## src/rtl/core/ecws_pkg.sv

```systemverilog
`default_nettype none

package ecws_pkg;

    // Number of waiter slots; the link entries and the link address width follow from it.
    localparam int WAITERS     = 16;
    localparam int MAX_RESULTS = 16;
    localparam int LINK_AW     = $clog2(WAITERS);

    localparam int OP_W  = 3;
    localparam int ID_W  = 4;
    localparam int CNT_W = 5;
    localparam int K_W   = $clog2(MAX_RESULTS);

    localparam logic [CNT_W-1:0] COUNT_MAX = 5'd31;
    localparam logic [CNT_W-1:0] EMPTY_TOP = 5'd31;
    localparam logic [CNT_W-1:0] WAITERS_C = CNT_W'(WAITERS);

    localparam logic [OP_W-1:0] OP_PREPARE    = 3'd0;
    localparam logic [OP_W-1:0] OP_COMMIT     = 3'd1;
    localparam logic [OP_W-1:0] OP_CANCEL     = 3'd2;
    localparam logic [OP_W-1:0] OP_NOTIFY_ONE = 3'd3;
    localparam logic [OP_W-1:0] OP_NOTIFY_ALL = 3'd4;

    typedef enum logic [1:0] {
        ST_IDLE,
        ST_EXEC,
        ST_WALK
    } t_state;

endpackage

`default_nettype wire

```

## src/rtl/core/event_count_waiter_stack_core.sv

```systemverilog
//  channel | valid      | ready      | payload
//  --------+------------+------------+---------------------------------------------
//  in      | i_in_valid | o_in_ready | i_opcode, i_waiter_id
//  out     | o_out_valid| i_out_ready| o_wake_valid, o_wake_id, o_immediate,
//          |            |            | o_op_error, o_last
//
//  One item is handled at a time. Prepare, commit, cancel and notify-one pass
//  through accept and execute. Notify-all with parked waiters adds a walk that
//  follows one next-link per cycle, when the output does not stall, through the
//  single read port of the link memory. Output stalls hold the sequencer in place.
//  Synchronous active-low reset clears counters and empties the stack; the
//  link memory is not cleared (every entry is written when its id is pushed).
`default_nettype none

module event_count_waiter_stack_core
    import ecws_pkg::*;
(
    input  wire logic              i_clk,
    input  wire logic              i_rst_n,
    input  wire logic              i_in_valid,
    output logic                   o_in_ready,
    input  wire logic [OP_W-1:0]   i_opcode,
    input  wire logic [ID_W-1:0]   i_waiter_id,
    output logic                   o_out_valid,
    input  wire logic              i_out_ready,
    output logic                   o_wake_valid,
    output logic [ID_W-1:0]        o_wake_id,
    output logic                   o_immediate,
    output logic                   o_op_error,
    output logic                   o_last
);

    // Sequencer and latched item
    t_state             r_state, n_state;
    logic [OP_W-1:0]    r_op;
    logic [ID_W-1:0]    r_id;

    // Architectural state
    logic [CNT_W-1:0]   r_prewait, n_prewait;
    logic [CNT_W-1:0]   r_signal,  n_signal;
    logic [CNT_W-1:0]   r_top,     n_top;

    // Walk pointer and result count for notify-all
    logic [CNT_W-1:0]   r_cur, n_cur;
    logic [K_W-1:0]     r_k,   n_k;

    // Next-link memory: one write port, one registered read port
    logic [CNT_W-1:0]   r_link_mem [WAITERS];
    logic [CNT_W-1:0]   r_rd_data;
    logic [LINK_AW-1:0] rd_addr;
    logic               mem_we;

    // Output register
    logic               r_out_valid, n_out_valid;
    logic               r_wake_valid, n_wake_valid;
    logic [ID_W-1:0]    r_wake_id, n_wake_id;
    logic               r_immediate, n_immediate;
    logic               r_op_error, n_op_error;
    logic               r_last, n_last;

    logic               slot_free;
    logic               emit;
    logic               go_walk;
    logic               walk_end;
    logic               empty;
    logic               counts_eq;
    logic               id_ok;

    assign slot_free = !r_out_valid || i_out_ready;
    assign empty     = !(r_top < WAITERS_C);
    assign counts_eq = (r_prewait == r_signal);
    assign id_ok     = ({1'b0, r_id} < WAITERS_C);
    // walk stops at the empty mark or after the result cap (loops from re-push)
    assign walk_end  = (r_k == K_W'(MAX_RESULTS - 1)) || !(r_rd_data < WAITERS_C);

    assign o_in_ready = (r_state == ST_IDLE);

    // next state
    always_comb begin
        n_state = r_state;
        unique case (r_state)
            ST_IDLE: begin
                if (i_in_valid) n_state = ST_EXEC;
            end
            ST_EXEC: begin
                if (go_walk) n_state = ST_WALK;
                else if (slot_free) n_state = ST_IDLE;
            end
            ST_WALK: begin
                if (slot_free && walk_end) n_state = ST_IDLE;
            end
            default: n_state = ST_IDLE;
        endcase
    end

    // datapath and results
    always_comb begin
        n_prewait    = r_prewait;
        n_signal     = r_signal;
        n_top        = r_top;
        n_cur        = r_cur;
        n_k          = r_k;
        mem_we       = 1'b0;
        emit         = 1'b0;
        go_walk      = 1'b0;
        n_wake_valid = 1'b0;
        n_wake_id    = '0;
        n_immediate  = 1'b0;
        n_op_error   = 1'b0;
        n_last       = 1'b1;
        unique case (r_state)
            ST_IDLE: begin
            end
            ST_EXEC: begin
                if (r_op == OP_NOTIFY_ALL && !empty) begin
                    // equalize counts, empty the stack, walk from the old top
                    go_walk  = 1'b1;
                    n_signal = r_prewait;
                    n_top    = EMPTY_TOP;
                    n_cur    = r_top;
                    n_k      = '0;
                end else if (slot_free) begin
                    emit = 1'b1;
                    unique case (r_op)
                        OP_PREPARE: begin
                            if (r_prewait == COUNT_MAX) n_op_error = 1'b1;
                            else n_prewait = r_prewait + 1'b1;
                        end
                        OP_COMMIT: begin
                            if (r_prewait == '0 || !id_ok) begin
                                n_op_error = 1'b1;
                            end else if (r_signal != '0) begin
                                n_prewait   = r_prewait - 1'b1;
                                n_signal    = r_signal - 1'b1;
                                n_immediate = 1'b1;
                            end else begin
                                // park: link to old top, push
                                n_prewait = r_prewait - 1'b1;
                                mem_we    = 1'b1;
                                n_top     = {1'b0, r_id};
                            end
                        end
                        OP_CANCEL: begin
                            if (r_prewait == '0) begin
                                n_op_error = 1'b1;
                            end else begin
                                if (counts_eq) n_signal = r_signal - 1'b1;
                                n_prewait = r_prewait - 1'b1;
                            end
                        end
                        OP_NOTIFY_ONE: begin
                            priority if (empty && counts_eq) begin
                            end else if (r_signal < r_prewait) begin
                                n_signal = r_signal + 1'b1;
                            end else if (empty) begin
                            end else begin
                                // pop; link of the top was read at accept
                                n_top        = r_rd_data;
                                n_wake_valid = 1'b1;
                                n_wake_id    = r_top[ID_W-1:0];
                            end
                        end
                        OP_NOTIFY_ALL: begin
                            // empty stack: equalize only
                            n_signal = r_prewait;
                        end
                        default: begin
                        end
                    endcase
                end
            end
            ST_WALK: begin
                if (slot_free) begin
                    emit         = 1'b1;
                    n_wake_valid = 1'b1;
                    n_wake_id    = r_cur[ID_W-1:0];
                    n_last       = walk_end;
                    n_cur        = r_rd_data;
                    n_k          = r_k + 1'b1;
                end
            end
            default: begin
            end
        endcase
    end

    // read address: top of stack, or the walk pointer (advanced when a result leaves)
    always_comb begin
        if (r_state == ST_WALK) begin
            rd_addr = slot_free ? r_rd_data[LINK_AW-1:0] : r_cur[LINK_AW-1:0];
        end else begin
            rd_addr = r_top[LINK_AW-1:0];
        end
    end

    assign n_out_valid = emit ? 1'b1 : (r_out_valid && !i_out_ready);

    always_ff @(posedge i_clk) begin
        if (mem_we) begin
            r_link_mem[r_id[LINK_AW-1:0]] <= r_top;
        end
        r_rd_data <= r_link_mem[rd_addr];
    end

    always_ff @(posedge i_clk) begin
        if (!i_rst_n) begin
            r_state     <= ST_IDLE;
            r_prewait   <= '0;
            r_signal    <= '0;
            r_top       <= EMPTY_TOP;
            r_out_valid <= 1'b0;
        end else begin
            r_state     <= n_state;
            r_prewait   <= n_prewait;
            r_signal    <= n_signal;
            r_top       <= n_top;
            r_out_valid <= n_out_valid;
        end
    end

    always_ff @(posedge i_clk) begin
        if (o_in_ready && i_in_valid) begin
            r_op <= i_opcode;
            r_id <= i_waiter_id;
        end
        r_cur <= n_cur;
        r_k   <= n_k;
        if (emit) begin
            r_wake_valid <= n_wake_valid;
            r_wake_id    <= n_wake_id;
            r_immediate  <= n_immediate;
            r_op_error   <= n_op_error;
            r_last       <= n_last;
        end
    end

    assign o_out_valid  = r_out_valid;
    assign o_wake_valid = r_wake_valid;
    assign o_wake_id    = r_wake_id;
    assign o_immediate  = r_immediate;
    assign o_op_error   = r_op_error;
    assign o_last       = r_last;

endmodule

`default_nettype wire

```

## config.mk

```make
export PLATFORM = sky130hd
export DESIGN_NAME = event_count_waiter_stack_core
export DESIGN_NICKNAME = d
export VERILOG_FILES = /design/src/rtl/core/ecws_pkg.sv /design/src/rtl/core/event_count_waiter_stack_core.sv
export SDC_FILE = /design/constraint.sdc
export NUM_CORES = 1
export LEC_CHECK = 0
export BUFFER_PORTS_ARGS = -buffer_cell sky130_fd_sc_hd__buf_2
export CORE_MARGIN = 3
export CORE_UTILIZATION = 30
export CTS_CLUSTER_DIAMETER = 40
export DETAILED_ROUTE_END_ITERATION = 10
export PLACE_DENSITY = 0.57
export SLEW_MARGIN = 20
export SYNTH_ARGS = -nofsm -noshare
export SYNTH_HDL_FRONTEND = slang
export SYNTH_SLANG_ARGS = --single-unit
```

## constraint.sdc

```tcl
create_clock -name i_clk -period 3.32 [get_ports i_clk]
set_clock_uncertainty 0.05 [all_clocks]
set_input_delay 0.332 -clock i_clk [delete_from_list [all_inputs] [get_ports i_clk]]
set_output_delay 0.332 -clock i_clk [all_outputs]
set_load 0.05 [all_outputs]
```

# After elaboration in Yosys (flattened, before gate mapping)
# Memory sizes are Yosys's and may differ from the RTL's. A register that Yosys moved wholly into a read port is not among the register bits.
# Index checks and enable logic that the tools add are counted.
# word_totals
reg_bits,41
mem_bits_rw,80
elab_cells,147
output_inout_bits,10
mem_count,1
in_bits,11
# classes
add_sub_neg,5
bitwise,4
n_mux,66
n_eq_ne,25
reduce_logical,29
magnitude_cmp,3
# mem_list
memory,words,width,rd,rd_ports_with_merged_regs,write_ports,line,rtl
r_link_mem,16,5,1,1,1,event_count_waiter_stack_core.sv:48,logic [CNT_W-1:0] r_link_mem [WAITERS];
# ops
cell,count
5-bit 2-to-1 mux,17
4-bit 2-to-1 mux,13
3-bit != test (second input constant),10
4-bit one-hot mux with 2 select lines,3
1-bit 2-to-1 mux,22
5-bit one-hot mux with 2 select lines,2
5-bit one-hot mux with 4 select lines,1
2-bit != test (second input constant),6
5-bit by 1-bit adder with 5-bit output (second input constant),2
5-bit < comparator (second input constant),2
5-bit nonzero test,2
5-bit by 1-bit subtractor with 5-bit output (second input constant),2
9-bit AND reduction,1
2-bit 2-to-1 mux,4
8-bit AND reduction,1
3-bit by 2-bit equality test with 1-bit output (second input constant),2
1-bit one-hot mux with 2 select lines,3
2-bit one-hot mux with 3 select lines,1
3-bit AND reduction,2
6-bit AND reduction,1
2-bit nonzero test,3
5-bit equality test,1
5-bit equality test (second input constant),1
1-bit logical AND,5
18 further kinds,25

# Logic depth before layout (Yosys ltp)
# depth
word_depth,9
ltp_mapped,11
mapped_depth_nobuf,9

# Worst setup path before layout
# Ideal clock, no wire load.
# synth_timing
kind,register to register
startpoint,register r_top[4]
endpoint,memory r_link_mem[0][0] (enable)
setup_ps,374
n_path_buf,1
period_less_slack_ps,2497
required_time_ps,2896
slack_ps,823
stages_incl_launch_ff,8
arrival_time_ps,2074
path_cell_list,dfxtp_1 -> or4b_4 -> clkbuf_1 -> and3_1 -> nand3_1 -> nor3_1 -> nand2b_1 -> nor3_1
# synth_between
elab_chain_cells,6
# synth_lines
item,line,rtl
from (decl),event_count_waiter_stack_core.sv:41,"logic [CNT_W-1:0] r_top, n_top;"
from (signal assigned),event_count_waiter_stack_core.sv:216,r_top <= n_top;
5-bit < comparator,event_count_waiter_stack_core.sv:70,assign empty = !(r_top < WAITERS_C);
1-bit logical AND,event_count_waiter_stack_core.sv:115,if (r_op == OP_NOTIFY_ALL && !empty) begin
1-bit 2-to-1 mux,event_count_waiter_stack_core.sv:115,
1-bit 2-to-1 mux,event_count_waiter_stack_core.sv:111,unique case (r_state)
1-bit 2-to-1 mux,event_count_waiter_stack_core.sv:199,if (mem_we) begin
1-bit 2-to-1 mux (not written as such),event_count_waiter_stack_core.sv:200,r_link_mem[r_id[LINK_AW-1:0]] <= r_top;
to (decl),event_count_waiter_stack_core.sv:48,
# Every way passes these cells.

# Worst setup path after layout
# layout_timing
startpoint,register r_op[2]
endpoint,memory r_link_mem[2][0] (enable)
# layout_between
elab_chain_cells,7
word_cells_on_any_way,9
cone_classes,eq/ne (2); mux (6); reduce/logical (1)
# layout_lines
item,line,rtl
from (decl),event_count_waiter_stack_core.sv:35,logic [OP_W-1:0] r_op;
from (signal assigned),event_count_waiter_stack_core.sv:223,r_op <= i_opcode;
3-bit by 1-bit equality test with 1-bit output,event_count_waiter_stack_core.sv:124,unique case (r_op)
1-bit 2-to-1 mux,event_count_waiter_stack_core.sv:124,
1-bit 2-to-1 mux,event_count_waiter_stack_core.sv:122,end else if (slot_free) begin
1-bit 2-to-1 mux *,event_count_waiter_stack_core.sv:115,
1-bit 2-to-1 mux *,event_count_waiter_stack_core.sv:111,
1-bit 2-to-1 mux *,event_count_waiter_stack_core.sv:199,
1-bit 2-to-1 mux (not written as such) *,event_count_waiter_stack_core.sv:200,
# Mark *: on every way between the ends. The rest lies on a longest branch, timed or not.

==> summary.md <==
The async set or reset register ratio after synthesis works out to 0. The number of nets in the synthesized netlist is 513. Clock tree synthesis found a total of 126 sinks. For the global router's overall resource usage, the log shows 0.1287. The mux cell area share after synthesis works out to 0.07509. Dividing the detail-routed wire length by the instance count gives 16.92 um. The actual transition at the worst max-transition pin works out to 788.4 ps. Adder and majority gate portion of the synthesized area: 0.03882. In the final design database the tool counted 540 nets. The flow ran to the end, and the final reports show no timing, DRC or antenna violations. The fraction of synthesized cell area in xor and xnor cells was 0.01493.

Dividing total power by cell area gives a power density of 558.5 nW/um2. The worst register-to-register path ends at r_link_mem[2][0]. Timing analysis after detailed placement gives a worst setup slack of 493.3 ps. TritonCTS built the clock tree. For the total grt overflow, the log shows 0. The Yosys step of the flow raised 0 warnings.

The later pin in the worst-skew pair is clocked with a latency of 420 ps. The tools report the DRC violations left as 0. The die outline width was 145.8 um. The count of max-cap constraint violations is 0, and the total number of vias is 3900. The tools report the endpoint kind of the worst setup timing path as a flop. The final count of negative-setup-slack endpoints came out at 0. Origin of the critical flop-to-flop path: r_op[2].

The run gives 0.3094 as the effective utilization at floorplan. The post-synthesis sequential area ratio is 0.6058. The critical path in this run is classified as reg -> reg. The worst-case IR drop observed on VDD is 0.3976 mV. The number of cells in the design after placement was 753. STA classifies the critical path startpoint as a flop.

The area of all placed cells without fillers is 6852 um2, and the clock transition at the registers of the reported paths is 50 ps. The run gives 0 as the number of nets still failing antenna checks after routing. Data on the critical path arrives at its endpoint at 2820 ps. The synthesized design contains 126 register bits. STA puts the critical path data required time at 3320 ps.

The hold violation count in the final report was 0. The main combinational cell family by area after synthesis was simple AND/OR/NAND/NOR gates. The share of the synthesized area in compound gates (AO/OA/AOI/OAI) works out to 0.09898. The pin count of the biggest net entering global routing is 41. The analysis attributes to cell leakage a power of 2.351 nW.

The logs give 13270 um for the final wirelength and 21360 um for the wire length of the first global-routing pass. The number of antenna diodes in the final layout is 0. The final worst setup slack was 500.9 ps; the height of the die was 145.8 um. Worst slew margin relative to its limit: 0.4744. In this run the number of H-tree levels came out at 4.

Prevailing post-synth register cell: edfxtp_1. The floorplan has 50 rows. The final critical-path share of the clock period was 0.8491.

The area of the core region came out at 18960 um2. The simple-gate portion of the synthesized area was 0.1387. The worst hold path belongs to the class in -> reg. For the number of global-route vias before repair, the log shows 3925.

The final non-filler cell total came out at 784. The HPWL after detailed placement is 9430 um. From synthesis to final layout, the design area changed by 16.81%. The final number of max-transition violations was 0; the number of enable flip-flop cells after synthesis was 103. The endpoint of the worst setup timing path is r_link_mem[2][0].

The average vias per placed instance is 4.974. The first TritonRoute pass finished after 5 iterations. Clock tree synthesis inserted a total of 17 buffers. The number of hold buffers added after cts was 0. For this run, the top clock speed supported by timing is 354.7 MHz. Internal reg-to-reg setup slack: 500 ps. The tools report the buffer cell driving the clock tree root as clkbuf_16.

The congestion estimate from routability-driven global placement came to 0.9161. In this run, post-CTS repair resized a total of 0 instances. The die covers 21270 um2. Setup repair after global routing left no endpoint under its margin. Along the worst path, the maximum fanout reaches 11. After filler insertion, the fill cell instance count of the layout stands at 1824.

The logs give 0 for the post-CTS setup buffer count and 5866 um2 for the post-synthesis instance area. The routed design could run at a clock period as short as 2819 ps. The clock passes through at most 2 buffers. For this design the top-level I/O count stands at 21. The logs give 485 for the instance count of the mapped netlist and 52 for the number of distinct standard cells referenced by the synthesized netlist. The share of final-layout standard cells stronger than drive strength 1 works out to 0.1374.

After routing, the total negative slack on setup checks comes to 0 ps. Detailed router's first-iteration violation count: 321. The number of cell instances on the worst register-to-register path works out to 6. After synthesis, the mean cell area works out to 12.09 um2. The critical path starts at r_op[2].

During placement, the flow inserted port buffers numbering 20. For the tightest hold margin, the log shows 39.45 ps. Once placement finished, the instance area stood at 6275 um2. The run gives 0 as the number of antenna violations at the first check in global routing.
-- worst min path at each step --
| stage | startpoint | endpoint | depth (start not counted) |
|---|---|---|---|
| CTS | i_waiter_id[2] | r_id[2] | 1 |
| global route | i_waiter_id[3] | r_id[3] | 1 |
| detailed placement | r_top[3] | r_top[3] | 2 |
| finish | i_waiter_id[3] | r_id[3] | 1 |
| global placement | r_top[3] | r_top[3] | 2 |
| floorplan | i_rst_n | r_top[0] | 1 |
-- worst max-delay path: stages (launching register included) --
cell and delay (ps):
edfxtp_1 550, or4b_4 350, and3_1 260, nand3_1 160, nor2_1 160, nand3b_1 250
nor3_1 660
-- area by class of cell --
type,count,area [um2],share of cell area
Tap cell,260,325.3,0.04748
Clock inverter,13,147.6,0.02155
Clock buffer,18,429.2,0.06264
Timing Repair Buffer,28,172.7,0.02520
Multi-Input combinational cell,320,2152,0.3141
Sequential cell,126,3553,0.5186
Inverter,19,71.32,0.01041
-- registers in the layout, summed over array words and instances (netlist names) --
register,count
r_top,5
o_wake_valid,1
r_prewait,5
o_op_error,1
r_id,4
o_out_valid,1
r_cur,4
r_signal,5
o_immediate,1
r_state,2
o_wake_id,4
o_last,1
r_rd_data,5
r_k,4
r_op,3
r_link_mem,80
-- cell usage in the layout (no fill, tap or decap), drive strengths merged, types with 5 or more instances in the layout --
cell type and count:
inv 20, xnor2 7, nand4 6, buf 28
nor2b 8, nor2 41, nand3 35, nand2b 9
nor3 14, edfxtp 103, dfxtp 23, mux2 8
mux2i 35, a21oi 18, ha 15, o211ai 12
o21ai 13, o31a 5, a21o 6, nand2 37
clkinv 8, clkbuf 18
-- through the flow --
step,utilization,power (mW)
global route,0.3615,3.967
finish,0.3615,3.827
global placement,0.3310,2.038
CTS,0.3615,3.865
detailed placement,0.3310,2.046
floorplan,-,1.973
-- synthesized netlist by cell type, drive strengths merged, types with 2 or more instances --
master	n	area [um2]
nand4	6	37.54
a211oi	4	35.03
nand3b	2	15.01
ha	15	187.7
o21a	3	22.52
nand3	35	180.2
nor3	14	70.07
a21oi	18	90.09
edfxtp	103	3093
or4	2	15.01
fa	2	40.04
nor2	41	153.9
a22o	3	26.28
nor2b	8	50.05
o31a	5	43.79
dfxtp	23	460.4
o21ai	13	65.06
and2	4	25.03
a211o	3	26.28
and3	4	25.02
nand2b	9	56.30
nand2	37	138.9
mux2i	35	350.3
inv	19	71.32
xnor2	7	61.31
o211ai	12	90.09
a31oi	3	18.77
buf	9	50.04
a32oi	2	17.52
a22oi	3	22.52
a21o	6	45.04
clkbuf	11	41.29
xor2	3	26.28
mux2	8	90.09
-- power breakdown --
part           total, mW  switching, mW  leakage, nW  internal (mW)
Combinational      0.259          0.164         1.15         0.0952
Sequential          1.76         0.0333        0.920           1.72
Clock               1.81          0.647        0.285           1.16
Total               3.83          0.844         2.35           2.98
-- cells by family (layout without fill, tap and decap cells) --
| kind of cell | Yosys count | in the layout |
|---|---|---|
| AND/OR/NAND/NOR | 167 | 167 |
| flip-flops | 126 | 126 |
| AO/OA/AOI/OAI | 83 | 83 |
| multiplexers | 43 | 43 |
| buffers and inverters | 39 | 78 |
| adder cells (fa/ha/maj) | 17 | 17 |
| XOR/XNOR | 10 | 10 |
-- metal layers --
metal	share of wire	routed length, um	up-vias	track usage
met1	0.49	6563	1915	0.1800
met2	0.45	5920	100	0.1905
met5	0	0	-	0
met3	0.043	566	14	0.02990
li1	-	-	1871	-
met4	0.016	218	0	0.05698
(Power assumes the default switching activity.)
